File: config.mk
export PLATFORM = sky130hd
export DESIGN_NAME = barometric_sensor_compensation_unit_flat
export DESIGN_NICKNAME = d
export VERILOG_FILES = /design/src/rtl/bscu_pkg.sv /design/src/rtl/bscu_req_if.sv /design/src/rtl/bscu_rsp_if.sv /design/src/rtl/bscu_front.sv /design/src/rtl/bscu_div.sv /design/src/rtl/bscu_back.sv /design/src/rtl/barometric_sensor_compensation_unit.sv /design/src/flat_wrapper.sv
export SDC_FILE = /design/constraint.sdc
export NUM_CORES = 2
export LEC_CHECK = 0
export BUFFER_PORTS_ARGS = -buffer_cell sky130_fd_sc_hd__buf_2
export CAP_MARGIN = 30
export CELL_PAD_IN_SITES_DETAIL_PLACEMENT = 1
export CELL_PAD_IN_SITES_GLOBAL_PLACEMENT = 1
export CORE_MARGIN = 1.5
export CORE_UTILIZATION = 57
export CTS_BUF_LIST = sky130_fd_sc_hd__clkbuf_4 sky130_fd_sc_hd__clkbuf_8
export CTS_CLUSTER_DIAMETER = 200
export DETAILED_ROUTE_END_ITERATION = 6
export GPL_ROUTABILITY_DRIVEN = 0
export PLACE_DENSITY_LB_ADDON = 0.1
export SLEW_MARGIN = 5
export SYNTH_ARGS = -nofsm -noshare
export SYNTH_HDL_FRONTEND = slang
export SYNTH_SLANG_ARGS = --single-unit
export TNS_END_PERCENT = 10
File: constraint.sdc
create_clock -name clk -period 32.5 [get_ports clk]
set_clock_uncertainty 0.1 [all_clocks]
set_input_delay 1.625 -clock clk [delete_from_list [all_inputs] [get_ports clk]]
set_output_delay 1.625 -clock clk [all_outputs]
set_load 0.03 [all_outputs]
File: src/rtl/bscu_pkg.sv
package bscu_pkg;

	localparam int unsigned CfgIdxW = 3;

	typedef enum logic [CfgIdxW-1:0] {
		REG_AC1_AC2 = 3'd0,
		REG_AC3_AC4 = 3'd1,
		REG_AC5_AC6 = 3'd2,
		REG_B1_B2   = 3'd3,
		REG_MC_MD   = 3'd4,
		REG_OSS     = 3'd5
	} cfg_idx_t;

	typedef enum logic {
		OP_TEMP  = 1'b0,
		OP_PRESS = 1'b1
	} op_t;

	typedef struct packed {
		logic        operation;
		logic [18:0] raw_value;
	} req_t;

	typedef struct packed {
		logic        kind;
		logic [31:0] reading;
		logic        divide_fault;
	} rsp_t;

	typedef struct packed {
		logic [31:0] ac1_ac2;
		logic [31:0] ac3_ac4;
		logic [31:0] ac5_ac6;
		logic [31:0] b1_b2;
		logic [31:0] mc_md;
		logic [1:0]  oss;
	} cal_t;

	typedef enum logic [4:0] {
		ST_IDLE,
		ST_T1, ST_T2, ST_TDIV, ST_TWAIT, ST_T3,
		ST_P1, ST_P2, ST_P3, ST_P4, ST_P5, ST_P6, ST_P7, ST_P8, ST_P9,
		ST_PDIV, ST_PWAIT, ST_P10, ST_P11, ST_P12, ST_P13,
		ST_DONE
	} state_t;

	localparam logic [31:0] Coef1 = 32'd4000;
	localparam logic [31:0] Coef2 = 32'd32768;
	localparam logic [31:0] Coef3 = 32'd50000;
	localparam logic [31:0] CoefG = 32'd3038;
	localparam logic [31:0] CoefH = 32'hFFFF_E343;
	localparam logic [31:0] CoefI = 32'd3791;

	function automatic logic [31:0] sx16(input logic [15:0] v);
		return {{16{v[15]}}, v};
	endfunction

	function automatic logic [31:0] asr(input logic [31:0] v, input logic [4:0] n);
		return 32'($signed(v) >>> n);
	endfunction

endpackage

File: src/rtl/bscu_req_if.sv
interface bscu_req_if;
	logic             valid;
	logic             ready;
	bscu_pkg::req_t   payload;
	modport source (output valid, output payload, input ready);
	modport sink (input valid, input payload, output ready);
endinterface

File: src/rtl/bscu_rsp_if.sv
interface bscu_rsp_if;
	logic             valid;
	logic             ready;
	bscu_pkg::rsp_t   payload;
	modport source (output valid, output payload, input ready);
	modport sink (input valid, input payload, output ready);
endinterface

File: src/rtl/bscu_front.sv
module bscu_front #(
	parameter int unsigned Depth = 2
) (
	input  logic            clk,
	input  logic            arst_n,
	bscu_req_if.sink        req,
	output logic            q_valid,
	output bscu_pkg::req_t  q_item,
	input  logic            q_pop
);
	localparam int unsigned PtrW = (Depth > 1) ? $clog2(Depth) : 1;

	bscu_pkg::req_t mem_q [Depth];
	logic [PtrW-1:0] wr_q, rd_q;
	logic [PtrW:0]   cnt_q;
	logic push;

	assign req.ready = (cnt_q != (PtrW+1)'(Depth));
	assign push = req.valid && req.ready;
	assign q_valid = (cnt_q != '0);
	assign q_item = mem_q[rd_q];

	always_ff @(posedge clk) begin
		if (push) begin
			mem_q[wr_q] <= req.payload;
		end
	end

	always_ff @(posedge clk or negedge arst_n) begin
		if (!arst_n) begin
			wr_q <= '0;
			rd_q <= '0;
			cnt_q <= '0;
		end else begin
			if (push) begin
				wr_q <= (wr_q == PtrW'(Depth-1)) ? '0 : wr_q + 1'b1;
			end
			if (q_pop) begin
				rd_q <= (rd_q == PtrW'(Depth-1)) ? '0 : rd_q + 1'b1;
			end
			cnt_q <= cnt_q + (PtrW+1)'(push) - (PtrW+1)'(q_pop);
		end
	end

	a_no_overflow: assert property (@(posedge clk) disable iff (!arst_n)
		cnt_q <= (PtrW+1)'(Depth)) else $error("queue overflow");
	a_pop_valid: assert property (@(posedge clk) disable iff (!arst_n)
		q_pop |-> q_valid) else $error("pop of empty queue");
	a_push_count: assert property (@(posedge clk) disable iff (!arst_n)
		(push && !q_pop) |=> cnt_q == $past(cnt_q) + 1'b1) else $error("count slip");
endmodule

File: src/rtl/bscu_div.sv
module bscu_div (
	input  logic        clk,
	input  logic        arst_n,
	input  logic        start,
	input  logic [31:0] dividend,
	input  logic [31:0] divisor,
	output logic        busy,
	output logic [31:0] quotient
);
	logic [31:0] quo_q, den_q;
	logic [32:0] rem_q;
	logic [5:0]  cnt_q;
	logic [32:0] shifted, diff;

	assign busy = (cnt_q != '0);
	assign quotient = quo_q;
	assign shifted = {rem_q[31:0], quo_q[31]};
	assign diff = shifted - {1'b0, den_q};

	always_ff @(posedge clk or negedge arst_n) begin
		if (!arst_n) begin
			cnt_q <= '0;
		end else if (start) begin
			cnt_q <= 6'd32;
		end else if (busy) begin
			cnt_q <= cnt_q - 1'b1;
		end
	end

	always_ff @(posedge clk) begin
		if (start) begin
			quo_q <= dividend;
			den_q <= divisor;
			rem_q <= '0;
		end else if (busy) begin
			if (!diff[32]) begin
				rem_q <= diff;
				quo_q <= {quo_q[30:0], 1'b1};
			end else begin
				rem_q <= shifted;
				quo_q <= {quo_q[30:0], 1'b0};
			end
		end
	end

	a_start_idle: assert property (@(posedge clk) disable iff (!arst_n)
		start |-> !busy) else $error("divider restarted while busy");
	a_run: assert property (@(posedge clk) disable iff (!arst_n)
		start |=> cnt_q == 6'd32) else $error("divider count");
	a_rem: assert property (@(posedge clk) disable iff (!arst_n)
		busy |-> rem_q[32] == 1'b0) else $error("remainder overflow");
endmodule

File: src/rtl/bscu_back.sv
module bscu_back (
	input  logic            clk,
	input  logic            arst_n,
	input  bscu_pkg::cal_t  cal,
	input  logic            q_valid,
	input  bscu_pkg::req_t  q_item,
	output logic            q_pop,
	bscu_rsp_if.source      rsp
);
	bscu_pkg::state_t state_q, state_d;
	logic [31:0] b5_q, x1_q, b6_q, sq_q, x3_q, b3_q, b4_q, b7_q, p_q, t_q, acc_q, rd_q;
	logic        op_q, flt_q, swap_q;
	logic [18:0] raw_q;
	logic [31:0] ma, mb, mp;
	logic        dstart, dbusy;
	logic [31:0] dq, da, db, up, pq;
	logic        out_v_q;
	logic [31:0] mcs, den;
	logic        op_q_out, flt_out;

	assign mp = 32'(ma * mb);

	always_comb begin
		ma = '0;
		mb = '0;
		case (state_q)
			bscu_pkg::ST_T1: begin
				ma = {16'd0, raw_q[15:0]} - {16'd0, cal.ac5_ac6[15:0]};
				mb = {16'd0, cal.ac5_ac6[31:16]};
			end
			bscu_pkg::ST_P1: begin ma = b6_q; mb = b6_q; end
			bscu_pkg::ST_P2: begin ma = bscu_pkg::sx16(cal.b1_b2[15:0]); mb = sq_q; end
			bscu_pkg::ST_P3: begin ma = bscu_pkg::sx16(cal.ac1_ac2[15:0]); mb = b6_q; end
			bscu_pkg::ST_P5: begin ma = bscu_pkg::sx16(cal.ac3_ac4[31:16]); mb = b6_q; end
			bscu_pkg::ST_P6: begin ma = bscu_pkg::sx16(cal.b1_b2[31:16]); mb = sq_q; end
			bscu_pkg::ST_P7: begin
				ma = {16'd0, cal.ac3_ac4[15:0]};
				mb = x3_q + bscu_pkg::Coef2;
			end
			bscu_pkg::ST_P8: begin ma = up - b3_q; mb = bscu_pkg::Coef3 >> cal.oss; end
			bscu_pkg::ST_P11: begin ma = t_q; mb = t_q; end
			bscu_pkg::ST_P12: begin ma = t_q; mb = bscu_pkg::CoefG; end
			bscu_pkg::ST_P13: begin ma = bscu_pkg::CoefH; mb = p_q; end
			default: begin ma = '0; mb = '0; end
		endcase
	end

	assign mcs = {bscu_pkg::sx16(cal.mc_md[31:16])} << 11;
	assign den = x1_q + bscu_pkg::sx16(cal.mc_md[15:0]);
	assign up = {13'd0, raw_q} & ((32'd1 << (5'd16 + {3'd0, cal.oss})) - 1'b1);
	assign dstart = (state_q == bscu_pkg::ST_TDIV) || (state_q == bscu_pkg::ST_PDIV);
	assign da = (state_q == bscu_pkg::ST_TDIV) ? (mcs[31] ? -mcs : mcs)
		: (b7_q[31] ? b7_q : {b7_q[30:0], 1'b0});
	assign db = (state_q == bscu_pkg::ST_TDIV) ? (den[31] ? -den : den) : b4_q;
	assign pq = b7_q[31] ? {dq[30:0], 1'b0} : dq;

	bscu_div u_div (
		.clk(clk), .arst_n(arst_n), .start(dstart), .dividend(da), .divisor(db),
		.busy(dbusy), .quotient(dq)
	);

	always_comb begin
		state_d = state_q;
		case (state_q)
			bscu_pkg::ST_IDLE: if (q_valid) state_d =
				(q_item.operation == bscu_pkg::OP_PRESS) ? bscu_pkg::ST_P1 : bscu_pkg::ST_T1;
			bscu_pkg::ST_T1: state_d = bscu_pkg::ST_T2;
			bscu_pkg::ST_T2: state_d = (den == '0) ? bscu_pkg::ST_DONE : bscu_pkg::ST_TDIV;
			bscu_pkg::ST_TDIV: state_d = bscu_pkg::ST_TWAIT;
			bscu_pkg::ST_TWAIT: if (!dbusy) state_d = bscu_pkg::ST_T3;
			bscu_pkg::ST_T3: state_d = bscu_pkg::ST_DONE;
			bscu_pkg::ST_P1: state_d = bscu_pkg::ST_P2;
			bscu_pkg::ST_P2: state_d = bscu_pkg::ST_P3;
			bscu_pkg::ST_P3: state_d = bscu_pkg::ST_P4;
			bscu_pkg::ST_P4: state_d = bscu_pkg::ST_P5;
			bscu_pkg::ST_P5: state_d = bscu_pkg::ST_P6;
			bscu_pkg::ST_P6: state_d = bscu_pkg::ST_P7;
			bscu_pkg::ST_P7: state_d = bscu_pkg::ST_P8;
			bscu_pkg::ST_P8: state_d = bscu_pkg::ST_P9;
			bscu_pkg::ST_P9: state_d = (b4_q == '0) ? bscu_pkg::ST_DONE : bscu_pkg::ST_PDIV;
			bscu_pkg::ST_PDIV: state_d = bscu_pkg::ST_PWAIT;
			bscu_pkg::ST_PWAIT: if (!dbusy) state_d = bscu_pkg::ST_P10;
			bscu_pkg::ST_P10: state_d = bscu_pkg::ST_P11;
			bscu_pkg::ST_P11: state_d = bscu_pkg::ST_P12;
			bscu_pkg::ST_P12: state_d = bscu_pkg::ST_P13;
			bscu_pkg::ST_P13: state_d = bscu_pkg::ST_DONE;
			bscu_pkg::ST_DONE: if (!out_v_q || rsp.ready) state_d = bscu_pkg::ST_IDLE;
			default: state_d = bscu_pkg::ST_IDLE;
		endcase
	end

	always_comb begin
		q_pop = (state_q == bscu_pkg::ST_IDLE) && q_valid;
	end

	always_ff @(posedge clk or negedge arst_n) begin
		if (!arst_n) begin
			state_q <= bscu_pkg::ST_IDLE;
			b5_q <= '0;
			out_v_q <= 1'b0;
		end else begin
			state_q <= state_d;
			if (state_q == bscu_pkg::ST_T3) b5_q <= x1_q + (swap_q ? -dq : dq);
			if (state_q == bscu_pkg::ST_DONE && (!out_v_q || rsp.ready)) out_v_q <= 1'b1;
			else if (rsp.ready) out_v_q <= 1'b0;
		end
	end

	always_ff @(posedge clk) begin
		case (state_q)
			bscu_pkg::ST_IDLE: begin op_q <= q_item.operation; raw_q <= q_item.raw_value;
				flt_q <= 1'b0; acc_q <= '0; b6_q <= b5_q - bscu_pkg::Coef1; end
			bscu_pkg::ST_T1: x1_q <= bscu_pkg::asr(mp, 5'd15);
			bscu_pkg::ST_T2: begin swap_q <= mcs[31] ^ den[31];
				if (den == '0) flt_q <= 1'b1; end
			bscu_pkg::ST_T3: acc_q <= bscu_pkg::asr(x1_q + (swap_q ? -dq : dq) + 32'd8, 5'd4);
			bscu_pkg::ST_P1: sq_q <= bscu_pkg::asr(mp, 5'd12);
			bscu_pkg::ST_P2: x3_q <= bscu_pkg::asr(mp, 5'd11);
			bscu_pkg::ST_P3: x3_q <= x3_q + bscu_pkg::asr(mp, 5'd11);
			bscu_pkg::ST_P4: b3_q <= bscu_pkg::asr(
				(((bscu_pkg::sx16(cal.ac1_ac2[31:16]) << 2) + x3_q) << cal.oss) + 32'd2, 5'd2);
			bscu_pkg::ST_P5: x3_q <= bscu_pkg::asr(mp, 5'd13);
			bscu_pkg::ST_P6: x3_q <= bscu_pkg::asr(x3_q + bscu_pkg::asr(mp, 5'd16) + 32'd2, 5'd2);
			bscu_pkg::ST_P7: b4_q <= mp >> 15;
			bscu_pkg::ST_P8: b7_q <= mp;
			bscu_pkg::ST_P9: if (b4_q == '0) flt_q <= 1'b1;
			bscu_pkg::ST_P10: begin p_q <= pq; t_q <= bscu_pkg::asr(pq, 5'd8); end
			bscu_pkg::ST_P11: t_q <= mp;
			bscu_pkg::ST_P12: x1_q <= bscu_pkg::asr(mp, 5'd16);
			bscu_pkg::ST_P13: acc_q <= p_q
				+ bscu_pkg::asr(x1_q + bscu_pkg::asr(mp, 5'd16) + bscu_pkg::CoefI, 5'd4);
			default: ;
		endcase
		if (state_q == bscu_pkg::ST_DONE && (!out_v_q || rsp.ready)) rd_q <= flt_q ? '0 : acc_q;
	end

	assign rsp.valid = out_v_q;
	assign rsp.payload = '{kind: op_q_out, reading: rd_q, divide_fault: flt_out};

	always_ff @(posedge clk) begin
		if (state_q == bscu_pkg::ST_DONE && (!out_v_q || rsp.ready)) begin
			op_q_out <= op_q;
			flt_out <= flt_q;
		end
	end
endmodule

File: src/rtl/barometric_sensor_compensation_unit.sv
// sequence: a temperature request runs T1, T2, the divider and T3; a pressure request runs
// P1 to P9, the divider and P10 to P13; a zero divisor skips the divider and flags a fault
// flow: one request at a time in the back end, which takes no new request until the result
// of the last is in the output register; a stalled result holds the back end
// a two-entry queue in front takes requests while the back end works
// reset: arst_n clears calibration, oversampling, stored b5 and all control state to zero
module barometric_sensor_compensation_unit #(
	parameter int unsigned QueueDepth = 2
) (
	input  logic        clk,
	input  logic        arst_n,
	bscu_req_if.sink    req,
	bscu_rsp_if.source  rsp,
	input  logic        cfg_we,
	input  logic [2:0]  cfg_index,
	input  logic [31:0] cfg_data
);
	bscu_pkg::cal_t cal_q;
	logic q_valid, q_pop;
	bscu_pkg::req_t q_item;

	always_ff @(posedge clk or negedge arst_n) begin
		if (!arst_n) begin
			cal_q <= '0;
		end else if (cfg_we) begin
			case (bscu_pkg::cfg_idx_t'(cfg_index))
				bscu_pkg::REG_AC1_AC2: cal_q.ac1_ac2 <= cfg_data;
				bscu_pkg::REG_AC3_AC4: cal_q.ac3_ac4 <= cfg_data;
				bscu_pkg::REG_AC5_AC6: cal_q.ac5_ac6 <= cfg_data;
				bscu_pkg::REG_B1_B2: cal_q.b1_b2 <= cfg_data;
				bscu_pkg::REG_MC_MD: cal_q.mc_md <= cfg_data;
				bscu_pkg::REG_OSS: cal_q.oss <= cfg_data[1:0];
				default: ;
			endcase
		end
	end

	bscu_front #(.Depth(QueueDepth)) u_front (
		.clk(clk), .arst_n(arst_n), .req(req),
		.q_valid(q_valid), .q_item(q_item), .q_pop(q_pop)
	);

	bscu_back u_back (
		.clk(clk), .arst_n(arst_n), .cal(cal_q),
		.q_valid(q_valid), .q_item(q_item), .q_pop(q_pop), .rsp(rsp)
	);
endmodule

File: src/flat_wrapper.sv
// flat-port wrapper written by rule: the top's interface ports become plain ports
module barometric_sensor_compensation_unit_flat 
#(
	parameter int unsigned QueueDepth = 2
)
  (clk, arst_n, cfg_we, cfg_index, cfg_data, req_valid, req_payload, req_ready, rsp_valid, rsp_payload, rsp_ready);
  bscu_req_if req_i ();
  bscu_rsp_if rsp_i ();
  input  logic clk;
  input  logic arst_n;
  input  logic cfg_we;
  input  logic [2:0] cfg_index;
  input  logic [31:0] cfg_data;
  input wire logic [$bits(req_i.valid)-1:0] req_valid;
  input wire logic [$bits(req_i.payload)-1:0] req_payload;
  output wire logic [$bits(req_i.ready)-1:0] req_ready;
  output wire logic [$bits(rsp_i.valid)-1:0] rsp_valid;
  output wire logic [$bits(rsp_i.payload)-1:0] rsp_payload;
  input wire logic [$bits(rsp_i.ready)-1:0] rsp_ready;
  assign req_i.valid = req_valid;
  assign req_i.payload = req_payload;
  assign req_ready = req_i.ready;
  assign rsp_valid = rsp_i.valid;
  assign rsp_payload = rsp_i.payload;
  assign rsp_i.ready = rsp_ready;
  barometric_sensor_compensation_unit #(.QueueDepth(QueueDepth)) u_core (.clk(clk), .arst_n(arst_n), .req(req_i), .rsp(rsp_i), .cfg_we(cfg_we), .cfg_index(cfg_index), .cfg_data(cfg_data));
endmodule
# Word-level counts from Yosys, hierarchy flattened
# Memories as Yosys holds them, arrays and structs flattened.
# Index checks and enable logic that the tools add are counted.
# totals
out_inout_bits	36
latchBits	0
wordCells	170
ram_bits	40
regBits	653
inputBits	60
n_memories	1
rom_bits	0
# classes
multipliers	1
bitwise_logic	2
div	0
addsub	26
eq_ne	33
n_shift	3
n_reduce_logical	32
order_cmp	0
mux	36
# mem_list
name	depth	width	read_ports	rd_clocked_by_memory_dff	wr	line	rtl
u_core.u_front.mem_q	2	20	1	0	1	bscu_front.sv:13	bscu_pkg::req_t mem_q [Depth];
# op_table
op	n
$pmux 32 s10	1
$mux 32	8
$pmux 32 s8	1
$add 32x32->32	7
$pmux 32 s2	2
$pmux 32 s4	1
$pmux 5 s21	1
$neg 32->32	3
$pmux 32 s3	1
$add 32x2->32 const B	2
$logic_not 32->1	2
$eq 5x4->1 const B	8
$sub 33x32->33	1
$add 32x12->32 const B	1
$add 32x16->32 const B	1
$add 32x4->32 const B	1
$and 19x32->32	1
$mul 32x32->32	1
$shl 1x5->32 const A	1
$shl 32x2->32	1
$shr 16x2->32 const A	1
$sub 32x1->32 const B	1
$sub 32x12->32 const B	1
$sub 32x32->32	1
37 further kinds	84

# Depth between registers and ports, before layout
# logic_depth
word_depth	11
mapped_depth	68
mapped_depth_nobuf	67

# Hierarchy
# Synthesis repeated with hierarchy kept, for this count alone.
# hier_totals
hier_cells	6364
area_unflattened_um2	61600.3
# by_module_without_submodules
mod	area_each_um2	n_inst	cells_per_inst	seq_area_each_um2
bscu_back	47735.8	1	5352	10920.5
barometric_sensor_compensation_unit	6394.9	1	348	4053.9
bscu_div	5823.1	1	585	2712.6
bscu_front	1646.6	1	79	1301.2

# Worst setup path after synthesis
# OpenSTA, ideal clock, no wires.
# synth_timing
kind	flip-flop to flip-flop
startpoint	reg u_core.cal_q[1] in the netlist's numbering
endpoint	reg u_core.u_back.acc_q[31] (data pin)
required_ns	32.146
arrival_ns	14.557
path_buffers	4
stages_incl_launch_ff	60
path_slack_ns	17.589
period_less_slack_ns	14.911
setup_ns	0.254
cell_sequence	dfrtp_1 -> clkbuf_1 -> inv_1 -> clkbuf_1 -> clkbuf_1 -> ha_1 -> xnor2_1 -> and2_1 -> ha_1 -> a21o_1 -> a21o_1 -> nor2_1 -> a21oi_1 -> nand2_1 -> or4_1 -> a31oi_1 -> or2_2 -> fa_1 -> [24 not listed] -> inv_1 -> ha_1 -> ha_1 -> o21a_1 -> clkbuf_1 -> nor2_1 -> ha_1 -> a21oi_1 -> o211ai_1 -> a2111o_1 -> a31o_2 -> a21oi_1 -> o211ai_1 -> o211ai_1 -> o21ai_0 -> a31oi_1 -> xnor2_1 -> a21o_1
# synth_between
elab_chain_len	11
word_cells_on_any_way	13
classes_between	6 x add/sub; 1 x mul; 2 x shift; 3 x mux; 1 x bitwise
# synth_rtl
item	line	rtl
from (decl)	barometric_sensor_compensation_unit.sv:18	bscu_pkg::cal_t cal_q;
$add 5x2->5	bscu_back.sv:50	assign up = {13'd0, raw_q} & ((32'd1 << (5'd16 + {3'd0, cal.oss})) - 1'b1);
$shl 1x5->32	bscu_back.sv:50	
$sub 32x1->32	bscu_back.sv:50	
$and 19x32->32	bscu_back.sv:50	
$sub 32x32->32	bscu_back.sv:40	bscu_pkg::ST_P8: begin ma = up - b3_q; mb = bscu_pkg::Coef3 >> cal.oss; end
$pmux 32 s10	bscu_back.sv:26	case (state_q)
$mul 32x32->32 *	bscu_back.sv:21	assign mp = 32'(ma * mb);
net u_core.u_back.mp[31]	bscu_back.sv:14	logic [31:0] ma, mb, mp;
$add 32x32->32 *	bscu_back.sv:131	+ bscu_pkg::asr(x1_q + bscu_pkg::asr(mp, 5'd16) + bscu_pkg::CoefI, 5'd4);
$add 32x12->32 *	bscu_back.sv:131	
$add 32x32->32 *	bscu_back.sv:131	
$pmux 32 s3 *	bscu_back.sv:110	case (state_q)
to (signal assigned)	bscu_back.sv:116	bscu_pkg::ST_T3: acc_q <= bscu_pkg::asr(x1_q + (swap_q ? -dq : dq) + 32'd8, 5'd4);
to (signal assigned)	bscu_back.sv:130	bscu_pkg::ST_P13: acc_q <= p_q
to (decl)	bscu_back.sv:11	logic [31:0] b5_q, x1_q, b6_q, sq_q, x3_q, b3_q, b4_q, b7_q, p_q, t_q, acc_q, rd_q;
# The timed path passes the listed nets; every way through them passes the cells marked *.
# A chain may end at the register's enable or synchronous reset.

# Worst setup path after layout
# layout_timing
startpoint	reg u_core.u_back.state_q[0]
endpoint	reg u_core.u_back.acc_q[28] (data pin)
# layout_between
elab_chain_len	8
word_cells_on_any_way	23
classes_between	3 x add/sub; 1 x mul; 12 x eq/ne; 3 x mux; 4 x reduce/logical
# layout_rtl
item	line	rtl
from (decl)	bscu_back.sv:10	bscu_pkg::state_t state_q, state_d;
from (signal assigned)	bscu_back.sv:98	state_q <= bscu_pkg::ST_IDLE;
from (signal assigned)	bscu_back.sv:102	state_q <= state_d;
$eq 5x4->1 (tied with other cells)	bscu_back.sv:26	
$reduce_or 3->1 (no source line) / $reduce_or 2->1 (equally long branches)	--	
$pmux 32 s8 / $pmux 32 s10 (equally long branches)	bscu_back.sv:26	
$mul 32x32->32 *	bscu_back.sv:21	
net u_core.u_back.mp[28]	bscu_back.sv:14	
$add 32x32->32 *	bscu_back.sv:131	
$add 32x12->32 *	bscu_back.sv:131	
$add 32x32->32 *	bscu_back.sv:131	
$pmux 32 s3 *	bscu_back.sv:110	
# Marks and branches as above.

==> run_results.csv <==
group,metric,value,unit
sta,fmax,56.96,MHz
sta,tns,0,ns
sta,rsz0062_at_grt,"false",
critical_path,critPathLaunch,"u_core.u_back.state_q[0]$_DFFE_PN0P_",
sta,setup_violations,0,
critical_path,max_stage_delay,0.88,ns
critical_path,worstPathRequired,33.01,ns
placed_design,post_dp_cell_area,62770,sq um
yosys,seq_area_frac_synth,31.56,%
yosys,yosys_warnings,0,
die,rows,118,
yosys,syn_area,60170,sq um
sta,final_hold_viol_count,0,
placed_design,place_ws,15.84,ns
global_routing,grt-ovfl-total,0,
clocking,cts_hold_buf,0,
critical_path,worstSetupPathType,"flip-flop to flip-flop",
routing,drtIter0Drc,5771,
die,coreArea,104100,sq um
yosys,ys_ff_latch,678,
sta,period_needed,17.56,ns
critical_path,critPathBufInv,11,
clocking,clk_latency,0.89,ns
yosys,synth_xor_area_share,6.675,%
critical_path,critPathMaxFanout,34,
routing,wl_per_cell,30.88,microns
critical_path,critPathLaunchType,"flip-flop",
routing,postRouteAntennaNets,0,
yosys,synth_simple_gate_area_share,13.19,%
global_routing,antenna_found_initial,28,
critical_path,r2r_slack,14.94,ns
clocking,tritoncts,"done",
global_routing,grt_max_degree,106,
placed_design,placed_cells,7556,
yosys,synth_cells,6186,
placed_design,place.port_buffers,95,
clocking,cts.htree.levels,3,
finish,drive_gt1_share,12.53,%
routing,vias,52260,
clocking,cts_buffers,119,
finish,stdcell_count,7813,
die,num_io_pins,96,
sta,setup_ws,14.94,ns
clocking,cts_buffer_depth,3,
yosys,synth-adder-area-share,23.07,%
yosys,synth_enable_flop_cells,436,
critical_path,cp.depth,61,
die,die_w,327.9,microns
critical_path,crit_path_end,"u_core.u_back.acc_q[28]$_DFFE_PP_",
yosys,synth_cell_types,109,
run,max_cap_violations,0,
finish,final_cell_area,65640,sq um
clocking,ctsRootBufferMaster,"clkbuf_8",
die,fp.dieArea,107500,sq um
global_routing,grtUsageTotal,45.03,%
critical_path,cp_top_family,"compound AO/OA/AOI/OAI gates",
critical_path,r2r_end,"u_core.u_back.acc_q[28]$_DFFE_PP_",
yosys,synthArstFlopShare,30.97,%
clocking,clkSinkCount,678,
sta,worst_pin_slew,1.334,ns
placed_design,post-dp-hpwl,178.1,mm
yosys,ys.flop_type,"edfxtp_1",
run_status,status,"complete, but fails checks",
run_status,violations,"design-rule violations",
finish,nets,7216,
sta,post-route-period-util,54.02,%
sta,slew_viol_final,0,
yosys,synth_compound_area_share,13.44,%
yosys,synth_top_family_by_area,"adder cells",
critical_path,cp.arrival,18.06,ns
routing,viasPerCell,6.689,
die,start_util,57.81,%
critical_path,path_common_cell,"inv_1",
routing,first_pass_iters,7,
die,fp.dieH,327.9,microns
global_routing,first_global_vias,55120,
routing,wirelength,241.3,mm
finish,final.fill_count,11620,
clocking,cts.clk_slew.worst_paths,0.06,ns
clocking,post_cts_resize_count,0,
worst_hold_path,hp-class,"flip-flop to flip-flop",
yosys,avgSynthCellArea,9.726,sq um
sta,timing.slew.headroom,11.04,%
yosys,synthMuxAreaShare,6.024,%
critical_path,reg2reg_from,"u_core.u_back.state_q[0]$_DFFE_PN0P_",
finish,layout-area-overhead-vs-synth,9.094,%
critical_path,cp-end-kind,"flip-flop",
global_routing,grt_pass1_wl,356.7,mm
critical_path,reg2reg_depth,61,
routing,drt_drc_violations_left,24,
clocking,cts_setup_buffers,0,
critical_path,slowest_stage,"a221oi_1",
[worst min path at each step]
stage                                            startpoint                                to  slack, ns  cells past startpoint
final                     u_core.u_back.b5_q[3]$_DFFE_PN0P_   u_core.u_back.b6_q[3]$_DFFE_PP_       0.36                      0
after detailed placement  u_core.u_back.b5_q[3]$_DFFE_PN0P_   u_core.u_back.b6_q[3]$_DFFE_PP_       0.34                      0
after global placement    u_core.u_back.b5_q[4]$_DFFE_PN0P_   u_core.u_back.b6_q[4]$_DFFE_PP_       0.33                      0
after CTS                 u_core.u_back.b5_q[3]$_DFFE_PN0P_   u_core.u_back.b6_q[3]$_DFFE_PP_       0.35                      0
after global routing      u_core.u_back.b5_q[3]$_DFFE_PN0P_   u_core.u_back.b6_q[3]$_DFFE_PP_       0.36                      0
after floorplan                u_core.u_back.op_q$_DFFE_PP_  u_core.u_back.op_q_out$_DFFE_PP_       0.30                      0
[cells in the final DEF, fill, tap and decap left out, types with 23 or more instances in the layout]
cell      count
clkbuf_4     50
a21o_1      102
buf_4       121
nor3_1       79
a22oi_1      57
nand3_1      87
o21bai_1     44
nand2_1     563
clkbuf_8    131
a211oi_1     51
a21oi_1     244
a222oi_1     27
and2_1       27
ha_1        423
fa_1        427
xnor2_1     285
and3_1       44
inv_1       704
or3_1        32
o211ai_1     34
a31oi_1      24
dfxtp_1      32
nor2_1      530
dfrtp_1     210
mux2i_1      91
diode_2      23
nor2b_1      69
xor2_1      154
edfxtp_1    436
o21a_1       43
o31ai_1      37
mux2_2      239
or2_2        37
buf_2        96
o21ai_0     260
nand2b_1     99
nand4_1      30
o22ai_1      39
[through the flow]
stage	hold slack, ns	utilization [%]
2_1_floorplan	0.3003	-
3_3_place_gp	0.3272	60.13
3_5_place_dp	0.3387	60.30
4_1_cts	0.3517	62.89
5_1_grt	0.3631	63.02
6_report	0.3570	63.06
[cell families after synthesis]
kind of cell | Yosys count
XOR/XNOR | 449
multiplexers | 331
adder cells (fa/ha/maj) | 854
AND/OR/NAND/NOR | 1718
buffers and inverters | 952
AO/OA/AOI/OAI | 1203
other | 1
flip-flops | 678
[synth_stat cells, types with 43 or more instances]
cell type / number / area, sq um
and3_1: 44 / 275.3
a211oi_1: 61 / 457.9
clkbuf_1: 185 / 694.4
a21oi_1: 250 / 1251
mux2i_1: 91 / 910.9
dfrtp_1: 210 / 5255
nand2b_1: 99 / 619.3
ha_1: 423 / 5293
xor2_1: 155 / 1358
inv_1: 705 / 2646
nor2_1: 535 / 2008
xnor2_1: 287 / 2514
mux2_2: 239 / 2691
nand3_1: 89 / 445.4
fa_1: 427 / 8548
edfxtp_1: 436 / 13090
a22oi_1: 57 / 427.9
a21o_1: 102 / 765.7
nor3_1: 87 / 435.4
nand2_1: 564 / 2117
nor2b_1: 70 / 437.9
o21ai_0: 262 / 1311
o21a_1: 43 / 322.8
o21bai_1: 44 / 330.3
[flip-flops by register name (all words and copies together) (netlist names), 19 cells and up]
name / count
u_core.u_back.acc_q: 32
u_core.u_back.sq_q: 20
u_core.u_back.b3_q: 30
u_core.u_back.u_div.den_q: 32
u_core.cal_q: 162
u_core.u_back.b7_q: 32
u_core.u_back.p_q: 32
u_core.u_back.u_div.rem_q: 32
u_core.u_back.raw_q: 19
u_core.u_front.mem_q: 40
u_core.u_back.rd_q: 32
u_core.u_back.x3_q: 32
u_core.u_back.u_div.quotient: 32
u_core.u_back.b6_q: 32
u_core.u_back.t_q: 32
u_core.u_back.b5_q: 32
[metal layers]
| metal | vias to the layer above | part of all wire (%) | GRT usage (%) |
|---|---|---|---|
| li1 | 21650 | - | - |
| met1 | 26190 | 35 | 53.16 |
| met2 | 3314 | 43 | 66.88 |
| met3 | 1099 | 13 | 15.65 |
| met4 | 12 | 9.4 | 35.62 |
| met5 | - | 0.031 | 0.8429 |
[area by class of cell]
type,instances,area [sq um],share of cell area (%)
diodes,23,57.56,0.08768
clock buffers,180,2171,3.307
clock inverters,45,515.5,0.7853
inverters,711,2669,4.066
multi-input cells,4562,37840,57.64
flip-flops and latches,678,18990,28.93
well taps,1380,1727,2.631
repair buffers,234,1675,2.552
Power is left out: the tool's default activity adds up to more than one toggle a clock period on the data nets, which glitch-free logic cannot reach.
